`config.mk`:
```
export PLATFORM = sky130hd
export DESIGN_NAME = ptc_queue
export DESIGN_NICKNAME = d
export VERILOG_FILES = /design/src/design/ptc_pkg.sv /design/src/design/ptc_queue.sv
export SDC_FILE = /design/constraint.sdc
export NUM_CORES = 1
export LEC_CHECK = 0
export BUFFER_PORTS_ARGS = -buffer_cell sky130_fd_sc_hd__clkbuf_2
export CELL_PAD_IN_SITES_DETAIL_PLACEMENT = 1
export CELL_PAD_IN_SITES_GLOBAL_PLACEMENT = 2
export CORE_AREA = 3 3 220 222
export CTS_CLUSTER_SIZE = 30
export DETAILED_ROUTE_END_ITERATION = 8
export DIE_AREA = 0 0 223 225
export GPL_TIMING_DRIVEN = 0
export PLACE_DENSITY_LB_ADDON = 0.25
export SYNTH_ARGS = -nofsm -noshare
export SYNTH_HDL_FRONTEND = slang
export SYNTH_SLANG_ARGS = --single-unit
export TNS_END_PERCENT = 5
```
`constraint.sdc`:
```
create_clock -name clk -period 10.2 [get_ports clk]
set_input_delay 0.51 -clock clk [delete_from_list [all_inputs] [get_ports clk]]
set_output_delay 0.51 -clock clk [all_outputs]
set_load 0.03 [all_outputs]
```
`src/design/ptc_pkg.sv`:
```
// ptc_pkg: shared types and constants for the pressure/temperature compensation block
// no dependencies

package ptc_pkg;

  localparam int RawW  = 20;
  localparam int WordW = 32;
  localparam int CalW  = 48;
  localparam int DivW  = 32;

  // configuration register indexes
  localparam logic [1:0] RegTempCalib  = 2'd0;
  localparam logic [1:0] RegPressCalA  = 2'd1;
  localparam logic [1:0] RegPressCalB  = 2'd2;
  localparam logic [1:0] RegPressCalC  = 2'd3;

  // front-to-back request: pressure quotient inputs plus finished temperature
  typedef struct packed {
    logic [WordW-1:0] temp;
    logic [WordW-1:0] fine;
    logic [WordW-1:0] dividend;
    logic [WordW-1:0] divisor;
    logic             pre_shift;  // dividend doubled before the divide
  } ptc_req_t;

  typedef struct packed {
    logic [WordW-1:0] temp;
    logic [WordW-1:0] fine;
    logic [WordW-1:0] press;
    logic             valid;
  } ptc_res_t;

  function automatic logic [WordW-1:0] sx16(input logic [15:0] v);
    sx16 = {{(WordW-16){v[15]}}, v};
  endfunction

  function automatic logic [WordW-1:0] asr(input logic [WordW-1:0] x, input int n);
    asr = WordW'($signed(x) >>> n);
  endfunction

  function automatic logic [WordW-1:0] mul(input logic [WordW-1:0] a,
                                            input logic [WordW-1:0] b);
    logic [2*WordW-1:0] p;
    p = a * b;
    mul = p[WordW-1:0];
  endfunction

endpackage

```
`src/design/ptc_queue.sv`:
```
// ptc_queue: short fifo between front and back sections
// depends on ptc_pkg

module ptc_queue #(
  parameter int Depth = 4
) (
  input  logic               clk,
  input  logic               rst,
  input  logic               push,
  input  ptc_pkg::ptc_req_t  push_data,
  input  logic               pop,
  output logic               not_empty,
  output ptc_pkg::ptc_req_t  pop_data,
  output logic [$clog2(Depth+1)-1:0] count
);
  localparam int AW = (Depth > 1) ? $clog2(Depth) : 1;
  ptc_pkg::ptc_req_t mem [Depth];
  logic [AW-1:0] wr_ptr, rd_ptr;

  assign not_empty = count != '0;
  assign pop_data  = mem[rd_ptr];

  always_ff @(posedge clk) begin
    if (rst) begin
      wr_ptr <= '0;
      rd_ptr <= '0;
      count  <= '0;
    end else begin
      if (push) wr_ptr <= (wr_ptr == AW'(Depth-1)) ? '0 : wr_ptr + 1'b1;
      if (pop)  rd_ptr <= (rd_ptr == AW'(Depth-1)) ? '0 : rd_ptr + 1'b1;
      count <= count + (push ? 1'b1 : 1'b0) - (pop ? 1'b1 : 1'b0);
    end
  end

  always_ff @(posedge clk) begin
    if (push) mem[wr_ptr] <= push_data;
  end
endmodule

```
Word level (Yosys, flattened, before mapping)
Memories as Yosys holds them, arrays and structs flattened. A register that Yosys moved wholly into a read port is not among the register bits.
Index checks and enable logic that the tools add are counted.
{"block": "word_totals", "register_bits": 7, "latchBits": 0, "ram_bits": 516, "mem_bits_ro": 0, "word_cells": 19, "n_memories": 1}
{"block": "op_classes", "addsub": 4, "mul": 0, "div": 0, "n_lt_le_gt_ge": 0, "n_eq_ne": 2, "n_shift": 0, "muxes": 8, "bitwise": 0, "n_reduce_logical": 1}
{"memory": "mem", "depth": 4, "word_bits": 129, "rd": 1, "rd_clocked_by_memory_dff": 1, "wr": 1, "line": "ptc_queue.sv:17", "source": "ptc_pkg::ptc_req_t mem [Depth];"}
{"op": "two-way mux 2 bit", "n": 4}
{"op": "adder 2 x 1 -> 2 bit, second input constant", "n": 2}
{"op": "equality test 2 bit, second input constant", "n": 2}
{"op": "two-way mux 1 bit", "n": 4}
{"op": "adder 3 x 1 -> 3 bit", "n": 1}
{"op": "nonzero test 3 bit", "n": 1}
{"op": "subtractor 3 x 1 -> 3 bit", "n": 1}

Logic depth before layout (Yosys ltp)
{"block": "logic_depth", "depth_word": 4, "depth_mapped": 8, "mapped_depth_nobuf": 8}

Worst setup path before layout
No wires, ideal clock.
{"block": "synth_timing", "kind": "register to register", "start": "register wr_ptr[0]", "end": "memory mem[0][0] in the netlist's numbering (enable)", "setup_ps": 503, "t_arrival_ps": 3498, "required_time_ps": 9697, "slack_ps": 6199, "path_stages_with_launch": 4, "n_path_buf": 0, "period_less_slack_ps": 4001, "cell_sequence": "dfxtp_1 > inv_1 > ha_1 > and2_1"}
{"element": "from (decl)", "line": "ptc_queue.sv:18", "source": "logic [AW-1:0] wr_ptr, rd_ptr;"}
{"element": "from (signal assigned)", "line": "ptc_queue.sv:29", "source": "if (push) wr_ptr <= (wr_ptr == AW'(Depth-1)) ? '0 : wr_ptr + 1'b1;"}
{"element": "to (decl)", "line": "ptc_queue.sv:17"}
Straight into the memory's write port.

==> impl_metrics.tcl <==
set metrics [dict create \
    status "finished, final reports clean" \
    gp_congestion 0.664 \
    drtIter0Drc 496 \
    syn_nets 855 \
    die_w_um 223 \
    period_share_pct 30.0 \
    grt_setup_unrepaired "no" \
    swShare_pct 23.1 \
    netlist_area_mm2 0.0191 \
    path_clk_slew_ns 0.06 \
    ys_ff_latch 525 \
    vias_per_cell 5.07 \
    tns_ns 0 \
    syn_to_final_growth_pct 20.9 \
    dp_hpwl_um 24900 \
    layout_min_cycle_time_ns 3.06 \
    grt_max_degree 55 \
    dr.pass1.iters 4 \
    fp.dieArea_mm2 0.0502 \
    hold_buffers 0 \
    critPathKind "reg2out" \
    rows 79 \
    die_h_um 225 \
    setup_violations 0 \
    fin_nets 1184 \
    critPathRequiredTime_ns 9.69 \
    critPathMaxStageDelay_ns 0.65 \
    power.share.clock_pct 38.1 \
    cts-resized-gates 0 \
    clkSinkCount 525 \
    wire_per_inst_um 23.2 \
    grt_pass1_wl_um 59600 \
    clk-insertion-delay-late_ns 0.59 \
    critical_path_buf_inv_count 3 \
    grt.overflow.total 0 \
    drive_gt1_share_pct 45.8 \
    path_cells "buf_4 > clkbuf_1 > mux4_2 > clkbuf_2" \
    track_usage_pct 15.7 \
    power_frac_comb_pct 10.8 \
    port_buffers 265 \
    cts_buffers 54 \
    startpoint_type "flop" \
    n_fill_cell 4143 \
    grt-busiest-layer "met2" \
    p_switching_mw 1.12 \
    layout_common_cells "edfxtp_1, clkbuf_2, mux4_2, clkbuf_16, clkbuf_1" \
    drc 0 \
    vias 8586 \
    worst_ep_arrival_time_ns 2.55 \
    antenna_found_initial 8 \
    intPower_mw 3.74 \
    start_util_pct 40.9 \
    hp-class "in2reg" \
    area.sequential_mm2 0.0157 \
    max_freq_ghz 0.327 \
    cts_setup_buffers 0 \
    power_density_mw_per_mm2 211 \
    fin_hold_ws_ns 0.131 \
    cts_buffer_depth 3 \
    slew_headroom_pct 45.6 \
    multiInputGateArea_mm2 0.00316 \
    tightest_slew_ns 0.816 \
    h-tree-depth 2 \
    yosys_warnings 0 \
    end_kind "primary output" \
    critical-path-top-delay-family "buffers and inverters" \
    wl_um 39400 \
    cts_tree "built" \
    total_power_mw 4.87 \
    layout_commonest_cell "edfxtp_1" \
    p_seq_share_pct 51.1 \
    ant_nets 0 \
    path_max_fanout 10 \
    report.final.hold_viol_count 0 \
    avgSynthCellArea_um2 26.7 \
    met3_usage_pct 6.20 \
    cts_root_buffer "clkbuf_16" \
    finClkSkew_ns 0.0194 \
    pin_count 266 \
    core_area_mm2 0.0466 \
    grt_pass1_vias 9366 \
    synth_cell_types 19 \
    ys_seq_area_share_pct 82.2 \
    netlist_instances 714 \
    use_met1_pct 20.5 \
    cp_slowest_cell "clkbuf_1" \
    p_leak_nw 7.80 \
    globalRouteMet2Util_pct 25.0 \
    slew_violations 0 \
    peakVddDrop_uv 147 \
    drv_cap 0 \
]
metrics by stage:
step | area, um^2 | setup slack [ns] | util, % | cells
after global routing | 23000 | 6.94 | 49.5 | 1692
final | 23100 | 7.14 | 49.5 | 1695
after global placement | 21100 | 3.39 | 45.4 | 1586
after detailed placement | 21400 | 7.69 | 45.9 | 1594
after CTS | 23000 | 7.01 | 49.5 | 1692
after floorplan | 19100 | 6.20 | - | 714
Yosys cell counts (all sizes together):
cell type,number,area [um^2]
xnor3,1,22.5
clkbuf,5,18.8
edfxtp,516,15500
or3,1,6.26
mux2i,2,20.0
nand2b,2,12.5
or3b,2,17.5
and2,4,25.0
ha,7,87.6
fa,1,20.0
nor2b,1,6.26
inv,5,18.8
nor2,4,15.0
mux4,129,2910
buf,23,201
dfxtp,9,180
a21oi,2,10.0
sequential cells by signal, summed over array words and instances (netlist names), named ones only:
signal	flops
wr_ptr	2
rd_ptr	2
mem	516
count	3
layer usage:
metal	vias to the layer above	routed length (um)	part of all wire, %
met5	-	86	0.22
met4	12	767	1.9
li1	3767	-	-
met3	67	3100	7.9
met2	234	19100	48
met1	4506	16400	42
worst paths after layout:
kind,to,slack [ns],startpoint,depth (start not counted)
worst min register to register,flop,0.52,rd_ptr[0],2
worst max-delay path,pop_data[75],7.14,flop,4
worst min-delay path,mem[0][3],0.13,push_data[3],1
worst max register to register,mem[2][34],8.00,wr_ptr[0],5
power by group through the flow:
stage	combinational (mW)	clock (mW)	sequential, mW
CTS	0.542	1.92	2.49
finish	0.527	1.86	2.48
global route	0.566	2.00	2.49
detailed placement	0.541	0	2.53
floorplan	0.339	0	2.54
global placement	0.524	0	2.55
worst register-to-register path, stage by stage (launching register included):
cell and delay (ns):
dfxtp_1 0.35, inv_1 0.09, ha_1 0.14, and2_4 0.56
buf_16 0.32, buf_16 0.31
cells by family (layout without fill, tap and decap cells):
logic type                 after synthesis  in the layout  share of synthesized area [%]
DFF                                    525            525                           82.2
buffers and inverters                   33            404                           1.25
muxes                                  131            131                           15.3
xor gates and xnor gates                 1              1                          0.118
AOI/OAI and AO/OA                        2              2                         0.0525
adders and majority gates                8              8                          0.564
other                                    0              3                              0
and+or+nand+nor                         14             14                          0.433
cell type report:
cell class                 count  share of cell area [%]
sequential                   525                    68.0
multi-input combinational    156                    13.7
tap                          607                    3.29
antenna                        3                  0.0326
clock buffer                  76                    6.50
inverter                       5                  0.0814
buffer                        28                   0.955
clock inverter                22                   0.733
timing repair buffer         273                    6.71
No activity file was read; power rests on OpenSTA's default activity.
